## src/rtl/crtc_pkg.sv

```systemverilog
`timescale 1ns / 1ps
// ---------------------------------------------------------------------------
// crtc_pkg
// shared register codes, time register selector and decode helper
// ---------------------------------------------------------------------------
package crtc_pkg;

	localparam int IDX_W  = 7;
	localparam int BYTE_W = 8;
	localparam int NMI_POS = 7;

	// register indexes
	localparam logic [IDX_W-1:0] REG_SECONDS = 7'h00;
	localparam logic [IDX_W-1:0] REG_MINUTES = 7'h02;
	localparam logic [IDX_W-1:0] REG_HOURS   = 7'h04;
	localparam logic [IDX_W-1:0] REG_WEEKDAY = 7'h06;
	localparam logic [IDX_W-1:0] REG_MDAY    = 7'h07;
	localparam logic [IDX_W-1:0] REG_MONTH   = 7'h08;
	localparam logic [IDX_W-1:0] REG_YEAR    = 7'h09;
	localparam logic [IDX_W-1:0] REG_C       = 7'h0C;
	localparam logic [IDX_W-1:0] REG_D       = 7'h0D;
	localparam logic [IDX_W-1:0] REG_CENTURY = 7'h32;

	// valid ram and time bit held in register d after reset
	localparam logic [BYTE_W-1:0] REG_D_VRT = 8'h80;

	// access kind bits
	localparam logic CMD_READ  = 1'b0;
	localparam logic CMD_WRITE = 1'b1;
	localparam logic PORT_INDEX = 1'b0;
	localparam logic PORT_DATA  = 1'b1;

	typedef enum logic [3:0] {
		TSEL_NONE,
		TSEL_SECONDS,
		TSEL_MINUTES,
		TSEL_HOURS,
		TSEL_WEEKDAY,
		TSEL_MDAY,
		TSEL_MONTH,
		TSEL_YEAR,
		TSEL_CENTURY
	} time_sel_t;

	// per transaction control carried down the pipe
	typedef struct packed {
		logic rd;       // data port read
		logic nmi;      // nmi disable flag after this transaction
		logic is_time;  // index selects a time register
		logic in_range; // index falls inside the ram
	} ctl_t;

	function automatic time_sel_t time_sel(input logic [IDX_W-1:0] idx);
		time_sel_t s;
		s = TSEL_NONE;
		if (idx == REG_SECONDS) s = TSEL_SECONDS;
		if (idx == REG_MINUTES) s = TSEL_MINUTES;
		if (idx == REG_HOURS)   s = TSEL_HOURS;
		if (idx == REG_WEEKDAY) s = TSEL_WEEKDAY;
		if (idx == REG_MDAY)    s = TSEL_MDAY;
		if (idx == REG_MONTH)   s = TSEL_MONTH;
		if (idx == REG_YEAR)    s = TSEL_YEAR;
		if (idx == REG_CENTURY) s = TSEL_CENTURY;
		return s;
	endfunction

endpackage

```

## src/rtl/crtc_ram.sv

```systemverilog
`timescale 1ns / 1ps
// ---------------------------------------------------------------------------
// crtc_ram
// cmos byte ram, one write and one registered read port, per-entry valid
// bits stand in for the reset contents
// ---------------------------------------------------------------------------
module crtc_ram #(
	parameter int DEPTH = 128,
	parameter int AW    = 7
) (
	input  logic                      clk,
	input  logic                      arst_n,
	input  logic                      we,
	input  logic [AW-1:0]             waddr,
	input  logic [crtc_pkg::BYTE_W-1:0] wdata,
	input  logic                      re,
	input  logic [AW-1:0]             raddr,
	output logic [crtc_pkg::BYTE_W-1:0] rdata
);
	import crtc_pkg::*;

	logic [BYTE_W-1:0] mem [DEPTH];
	logic [DEPTH-1:0]  vld_q;
	logic [BYTE_W-1:0] mem_rd_q;
	logic              vld_rd_q;
	logic              isd_rd_q;

	always_ff @(posedge clk or negedge arst_n) begin
		if (!arst_n) begin
			vld_q <= '0;
		end else if (we) begin
			vld_q[waddr] <= 1'b1;
		end
	end

	always_ff @(posedge clk) begin
		if (we) begin
			mem[waddr] <= wdata;
		end
		if (re) begin
			mem_rd_q <= mem[raddr];
			vld_rd_q <= vld_q[raddr];
			isd_rd_q <= (raddr == REG_D[AW-1:0]);
		end
	end

	// never written entries read as their reset value
	assign rdata = vld_rd_q ? mem_rd_q : (isd_rd_q ? REG_D_VRT : '0);

endmodule

```

## src/rtl/crtc_time.sv

```systemverilog
`timescale 1ns / 1ps
// ---------------------------------------------------------------------------
// crtc_time
// time register path: field select, year split by 100, binary to bcd
// ---------------------------------------------------------------------------
module crtc_time (
	input  logic                        clk,
	input  logic                        ld_s1,
	input  logic                        ld_s2,
	input  crtc_pkg::time_sel_t         sel,
	input  logic [5:0]                  seconds,
	input  logic [5:0]                  minutes,
	input  logic [4:0]                  hours,
	input  logic [2:0]                  weekday,
	input  logic [4:0]                  mday,
	input  logic [3:0]                  month,
	input  logic [13:0]                 year,
	output logic [crtc_pkg::BYTE_W-1:0] bcd
);
	import crtc_pkg::*;

	// year / 100 as (year * 5243) >> 19, exact for any 14 bit year
	localparam logic [12:0] RECIP_100 = 13'd5243;
	localparam int          RECIP_SH  = 19;
	// v / 10 as (v * 205) >> 11, exact for any 8 bit v
	localparam logic [7:0]  RECIP_10  = 8'd205;
	localparam int          TEN_SH    = 11;

	logic [26:0]       yq_prod;
	logic [5:0]        small_val;
	time_sel_t         sel_s1;
	logic [7:0]        cent_s1;
	logic [13:0]       year_s1;
	logic [5:0]        small_s1;
	logic [13:0]       yr_rem;
	logic [7:0]        val_s2;
	logic [15:0]       tq_prod;
	logic [3:0]        tens;
	logic [7:0]        ones;

	assign yq_prod = 27'(year) * 27'(RECIP_100);

	always_comb begin
		unique case (sel)
			TSEL_SECONDS: small_val = seconds;
			TSEL_MINUTES: small_val = minutes;
			TSEL_HOURS:   small_val = 6'(hours);
			TSEL_WEEKDAY: small_val = 6'(weekday) + 6'd1;
			TSEL_MDAY:    small_val = 6'(mday);
			TSEL_MONTH:   small_val = 6'(month) + 6'd1;
			default:      small_val = '0;
		endcase
	end

	always_ff @(posedge clk) begin
		if (ld_s1) begin
			sel_s1   <= sel;
			cent_s1  <= yq_prod[RECIP_SH +: 8];
			year_s1  <= year;
			small_s1 <= small_val;
		end
	end

	assign yr_rem = year_s1 - 14'(cent_s1) * 14'd100;

	always_ff @(posedge clk) begin
		if (ld_s2) begin
			unique case (sel_s1)
				TSEL_CENTURY: val_s2 <= cent_s1;
				TSEL_YEAR:    val_s2 <= {1'b0, yr_rem[6:0]};
				default:      val_s2 <= {2'b00, small_s1};
			endcase
		end
	end

	assign tq_prod = 16'(val_s2) * 16'(RECIP_10);
	assign tens    = tq_prod[TEN_SH +: 4];
	assign ones    = val_s2 - 8'(tq_prod[TEN_SH +: 5]) * 8'd10;
	// tens above 15 wrap, as the byte is truncated
	assign bcd     = {tens, ones[3:0]};

endmodule

```

## src/rtl/cmos_rtc_register_file_top.sv

```systemverilog
`timescale 1ns / 1ps
// ---------------------------------------------------------------------------
// cmos_rtc_register_file_top
// cmos real time clock register file behind an index port and a data port
// ---------------------------------------------------------------------------
//  channel | dir | tdata                               | tuser
//  s_*     | in  | one bus access plus the current time | command, port
//  m_*     | out | read byte                            | read_valid, nmi_mask
//
//  one transaction per cycle unless m_* stalls; results pass s1, s2 and the m_* register,
//  a path set by the registered ram read and the two stage time conversion
//  reset leaves the ram reading as zero with register d = 0x80, through
//  per-entry valid bits, so no clearing pass and no wait after reset
//  a stall on m_* freezes the whole pipe and drops s_tready
// ---------------------------------------------------------------------------
module cmos_rtc_register_file_top #(
	parameter int RAM_DEPTH = 128
) (
	input  logic        clk,
	input  logic        arst_n,
	input  logic        s_tvalid,
	output logic        s_tready,
	input  logic [55:0] s_tdata,  // write_data, now_seconds, now_minutes, now_hours,
	                              // now_weekday, now_day, now_month, now_year, zero pad
	input  logic [1:0]  s_tuser,  // command, port
	output logic        m_tvalid,
	input  logic        m_tready,
	output logic [7:0]  m_tdata,  // read_data
	output logic [1:0]  m_tuser   // read_valid, nmi_mask
);
	import crtc_pkg::*;

	localparam int AW = $clog2(RAM_DEPTH);

	// input unpack
	logic              cmd;
	logic              prt;
	logic [7:0]        wr_data;
	logic [5:0]        now_seconds;
	logic [5:0]        now_minutes;
	logic [4:0]        now_hours;
	logic [2:0]        now_weekday;
	logic [4:0]        now_day;
	logic [3:0]        now_month;
	logic [13:0]       now_year;

	assign cmd         = s_tuser[0];
	assign prt         = s_tuser[1];
	assign wr_data     = s_tdata[7:0];
	assign now_seconds = s_tdata[13:8];
	assign now_minutes = s_tdata[19:14];
	assign now_hours   = s_tdata[24:20];
	assign now_weekday = s_tdata[27:25];
	assign now_day     = s_tdata[32:28];
	assign now_month   = s_tdata[36:33];
	assign now_year    = s_tdata[50:37];

	// architectural state outside the ram
	logic [IDX_W-1:0]  idx_q;
	logic              nmi_q;

	// pipe control
	logic              adv;
	logic              acc;
	logic              v_s1;
	logic              v_s2;
	logic              m_valid_q;
	ctl_t              ctl_s1;
	ctl_t              ctl_s2;
	ctl_t              ctl_now;
	logic [7:0]        ram_byte_s2;
	logic [7:0]        m_data_q;
	logic [1:0]        m_user_q;

	logic              is_idx_wr;
	logic              in_range;
	logic              ram_we;
	time_sel_t         tsel;
	logic [7:0]        ram_rdata;
	logic [7:0]        bcd;

	assign adv      = !m_valid_q || m_tready;
	assign s_tready = adv;
	assign acc      = s_tvalid && adv;

	assign is_idx_wr = (cmd == CMD_WRITE) && (prt == PORT_INDEX);
	assign in_range  = {1'b0, idx_q} < 8'(RAM_DEPTH);
	assign tsel      = time_sel(idx_q);

	// c and d are read only, indexes past the ram drop the write
	assign ram_we = acc && (cmd == CMD_WRITE) && (prt == PORT_DATA) && in_range &&
	                (idx_q != REG_C) && (idx_q != REG_D);

	always_comb begin
		ctl_now.rd       = (cmd == CMD_READ) && (prt == PORT_DATA);
		ctl_now.nmi      = is_idx_wr ? wr_data[NMI_POS] : nmi_q;
		ctl_now.is_time  = (tsel != TSEL_NONE);
		ctl_now.in_range = in_range;
	end

	always_ff @(posedge clk or negedge arst_n) begin
		if (!arst_n) begin
			idx_q <= '0;
			nmi_q <= 1'b0;
		end else if (acc && is_idx_wr) begin
			idx_q <= wr_data[IDX_W-1:0];
			nmi_q <= wr_data[NMI_POS];
		end
	end

	// valid flags of the three stages
	always_ff @(posedge clk or negedge arst_n) begin
		if (!arst_n) begin
			v_s1      <= 1'b0;
			v_s2      <= 1'b0;
			m_valid_q <= 1'b0;
		end else if (adv) begin
			v_s1      <= acc;
			v_s2      <= v_s1;
			m_valid_q <= v_s2;
		end
	end

	// ram read issued on every accepted transaction, data lands at s1
	crtc_ram #(
		.DEPTH(RAM_DEPTH),
		.AW   (AW)
	) u_ram (
		.clk   (clk),
		.arst_n(arst_n),
		.we    (ram_we),
		.waddr (idx_q[AW-1:0]),
		.wdata (wr_data),
		.re    (acc),
		.raddr (idx_q[AW-1:0]),
		.rdata (ram_rdata)
	);

	crtc_time u_time (
		.clk    (clk),
		.ld_s1  (acc),
		.ld_s2  (adv),
		.sel    (tsel),
		.seconds(now_seconds),
		.minutes(now_minutes),
		.hours  (now_hours),
		.weekday(now_weekday),
		.mday   (now_day),
		.month  (now_month),
		.year   (now_year),
		.bcd    (bcd)
	);

	// payload stages
	always_ff @(posedge clk) begin
		if (acc) begin
			ctl_s1 <= ctl_now;
		end
		if (adv) begin
			ctl_s2      <= ctl_s1;
			ram_byte_s2 <= ram_rdata;
			m_user_q    <= {ctl_s2.nmi, ctl_s2.rd};
			priority if (!ctl_s2.rd) begin
				m_data_q <= '0;
			end else if (ctl_s2.is_time) begin
				m_data_q <= bcd;
			end else if (ctl_s2.in_range) begin
				m_data_q <= ram_byte_s2;
			end else begin
				m_data_q <= '0;
			end
		end
	end

	assign m_tvalid = m_valid_q;
	assign m_tdata  = m_data_q;
	assign m_tuser  = m_user_q;

	// ---------------------------------------------------------------------
	// checks
	// ---------------------------------------------------------------------
	a_no_data_unless_read: assert property (@(posedge clk) disable iff (!arst_n)
		(m_tvalid && !m_tuser[0]) |-> (m_tdata == '0))
		else $error("result byte nonzero on a transaction that is not a data read");

	a_ro_regs: assert property (@(posedge clk) disable iff (!arst_n)
		ram_we |-> ((idx_q != REG_C) && (idx_q != REG_D) && in_range))
		else $error("ram write to a read only or missing register");

	a_nmi_latch: assert property (@(posedge clk) disable iff (!arst_n)
		(acc && is_idx_wr) |=> (nmi_q == $past(wr_data[NMI_POS])))
		else $error("nmi disable flag not taken from index write");

	a_pipe_order: assert property (@(posedge clk) disable iff (!arst_n)
		(m_tvalid && !m_tready) |=> (v_s2 == $past(v_s2) && v_s1 == $past(v_s1)))
		else $error("pipe moved while the result was stalled");

endmodule
```

## config.mk

```make
export PLATFORM = sky130hd
export DESIGN_NAME = cmos_rtc_register_file_top
export DESIGN_NICKNAME = d
export VERILOG_FILES = /design/src/rtl/crtc_pkg.sv /design/src/rtl/crtc_ram.sv /design/src/rtl/crtc_time.sv /design/src/rtl/cmos_rtc_register_file_top.sv
export SDC_FILE = /design/constraint.sdc
export NUM_CORES = 2
export LEC_CHECK = 0
export ABC_CLOCK_PERIOD_IN_PS = 6710
export BUFFER_PORTS_ARGS = -buffer_cell sky130_fd_sc_hd__buf_2
export CAP_MARGIN = 20
export CORE_MARGIN = 2
export CORE_UTILIZATION = 44
export CTS_BUF_LIST = sky130_fd_sc_hd__clkbuf_8
export CTS_CLUSTER_DIAMETER = 60
export CTS_CLUSTER_SIZE = 28
export DETAILED_ROUTE_END_ITERATION = 16
export MAX_ROUTING_LAYER = met4
export PLACE_DENSITY = 0.63
export SYNTH_ARGS = -nofsm -noshare
export SYNTH_HDL_FRONTEND = slang
export SYNTH_SLANG_ARGS = --single-unit
```

## constraint.sdc

```tcl
create_clock -name clk -period 6.71 [get_ports clk]
set_clock_uncertainty 0.05 [all_clocks]
set_input_delay 0.671 -clock clk [delete_from_list [all_inputs] [get_ports clk]]
set_output_delay 0.671 -clock clk [all_outputs]
set_load 0.01 [all_outputs]
```

==> results.yml <==
timing:
  worst_slew_pin_slew_ns: 1.29
  rsz0062_at_grt: "no"
  fin_crit_sh_pct: 79.2
  min_period_ns: 5.32
  relSlewSlack_pct: 14.3
  fin_setup_tns_ns: 0
  setup_violations: 0
  hold_viol_final: 0
  clock.fmax_ghz: 0.188
  slew_violations: 0
power_and_ir_drop:
  p_total_mw: 19.6
  vdd_drop_max_mv: 0.260
  power_density_mw_per_mm2: 342
  leakage_nw: 20.2
clocking:
  path_clk_slew_ns: 0.11
  clk_latency_ns: 0.81
  numCtsBuffers: 99
  cts_root_buf: "clkbuf_8"
  hold_buffers: 1
  cts_sinks: 1230
  cts_buffer_depth: 3
  cts_setup_buffers: 0
  cts_resized: 0
  cts_tree: "built"
  ctsHtreeMaxLevel: 3
logic_synthesis:
  seq_area_frac_synth_pct: 69.2
  synth-async-reset-ratio_pct: 11.3
  synth_area_leaders: "edfxtp_1 63%, mux4_2 15%, dfrtp_1 6.6%"
  synth_cells: 2689
  yosys.area.top_type: "edfxtp_1"
  synth-edff-count: 1091
  ys.flop_type: "edfxtp_1"
  synth-seq-cells: 1230
  synth_cell_types: 63
  ys_warn_count: 0
  avgSynthCellArea_um2: 19.5
  synth_top_area_share_pct: 62.5
  synth_area_mm2: 0.0524
finish:
  design_area_mm2: 0.0571
  area_growth_pct: 9.08
  drive_gt1_share_pct: 27.9
  final_cell_mix: "1,091 x edfxtp_1, 356 x mux4_2, 153 x inv_1, 147 x nor2_1, 143 x ha_1"
  finalNetCount: 3081
  final_common_cell: "edfxtp_1"
grt:
  grtUsageMet1_pct: 27.9
  grt_pass1_vias: 26646
  track_usage_pct: 19.7
  antenna_found_initial: 3
  grt_util_met3_pct: 2.94
  grt_overflow: 0
  grt_first_pass_wirelength_um: 173000
  grt_max_degree: 159
  globalRoute.busiestLayer: "met2"
  met2_usage_pct: 30.4
critical_path:
  critPathMaxFanout: 4
  end_kind: "flip-flop"
  required_ns: 7.20
  rrSetupSlack_ns: 1.39
  start_kind: "flip-flop"
  worstSetupPathType: "reg2reg"
  arrival_ns: 5.80
place:
  dp_hpwl_um: 73500
  place_congestion: 0.814
  placed_cell_area_mm2: 0.0546
  port_buffers: 68
floorplan:
  die_h_um: 349
  rows: 126
  core_area_mm2: 0.118
  start_util_pct: 44.4
  die_area_mm2: 0.122
  die_w_um: 349
  io_pins: 74
routing:
  drtIter0Drc: 2704
  vias: 25233
  drt_pass1_iterations: 5
  routed_wl_um: 115000
  vias_per_cell: 5.70
  routedWlPerCell_um: 25.9
  antenna_left: 0
  drc: 0
status:
  status: "complete, no violations"
job:
  drv_cap: 0
hold_path:
  worstHoldPathType: "in2reg"
## worst max-delay path, cell delays in order, from the launching register on
cell and delay, ns:
edfxtp_1 0.49, ha_1 0.35, inv_1 0.06, fa_1 0.50, inv_1 0.05, fa_1 0.50, inv_1 0.06, fa_1 0.54
inv_1 0.05, ha_1 0.30, nand3_1 0.09, nand2_1 0.06, a41o_1 0.25, a21oi_1 0.19, xnor2_1 0.24, ha_1 0.22
inv_1 0.05, fa_1 0.37, xnor2_1 0.19, xnor3_1 0.25, a31o_2 0.26
## flip-flops by register name, summed over array words and instances, names as in the netlist, 2 cells and up
signal           flops
u_ram.mem         1024
u_ram.vld_q        128
m_tdata              8
ram_byte_s2          8
u_ram.mem_rd_q       8
u_time.cent_s1       8
u_time.val_s2        8
idx_q                7
u_time.year_s1       7
u_time.small_s1      6
u_time.sel_s1        4
ctl_s1               3
ctl_s2               3
m_tuser              2
## per-stage QoR
stage / hold slack, ns / instances / setup slack, ns / utilization (%)
after floorplan: 0.325 / 2704 / 1.76 / -
after global placement: 0.313 / 4232 / 1.38 / 46.2
after detailed placement: 0.317 / 4232 / 1.34 / 46.2
after CTS: 0.0343 / 4420 / 1.37 / 48.4
after global routing: 0.0620 / 4423 / 1.25 / 48.4
final: 0.106 / 4423 / 1.39 / 48.4
## report_power, final
group          total (mW)  internal [mW]  switching (mW)
clock network        4.91           2.10            2.80
logic                5.80           2.66            3.14
registers            8.86           8.64           0.219
total                19.6           13.4            6.17
## kinds of logic after synthesis
logic type	after synthesis	synth area share [%]
flip-flops	1230	69.2
AND/OR/NAND/NOR	420	4.10
multiplexers	410	16.4
buffers and inverters	266	2.07
adder cells (fa/ha/maj)	219	6.32
AO/OA/AOI/OAI	115	1.45
XOR/XNOR	28	0.494
other	1	0.00716
## cell usage after synthesis, types with 17 or more instances
master,count
edfxtp_1,1091
mux4_2,356
inv_1,150
nor2_1,147
ha_1,143
dfrtp_1,139
or2_2,126
fa_1,76
buf_2,52
nand2_1,46
clkbuf_1,43
a21oi_1,38
mux2i_1,34
mux2_2,20
xnor2_1,18
buf_1,17
nand3_1,17
## cell type report
cell class | count | area, µm²
inverter | 151 | 569
antenna | 1 | 2.50
multi-input combinational | 1208 | 15100
timing repair buffer | 110 | 757
clock inverter | 82 | 1060
tap | 1536 | 1920
sequential | 1230 | 36300
fill | 9494 | 60900
clock buffer | 105 | 1450
## path summary, 6_finish.rpt
path / start / to / cells past startpoint
max: u_time.val_s2[2] / m_tdata[3] / 20
min: s_tvalid / v_s1 / 2
max reg2reg: u_time.val_s2[2] / m_tdata[3] / 20
min reg2reg: u_ram.vld_q[13] / u_ram.vld_q[13] / 0
max in group asynchronous: arst_n / u_ram.vld_q[43] / 4
min in group asynchronous: arst_n / u_ram.vld_q[94] / 2
## routing by layer
metal,vias to the layer above,share of wire [%]
li1,10785,-
met1,13542,43
met2,759,48
met3,147,5.9
met4,0,2.3
met5,-,0
Note: power is estimated with default switching activity, not from simulation.
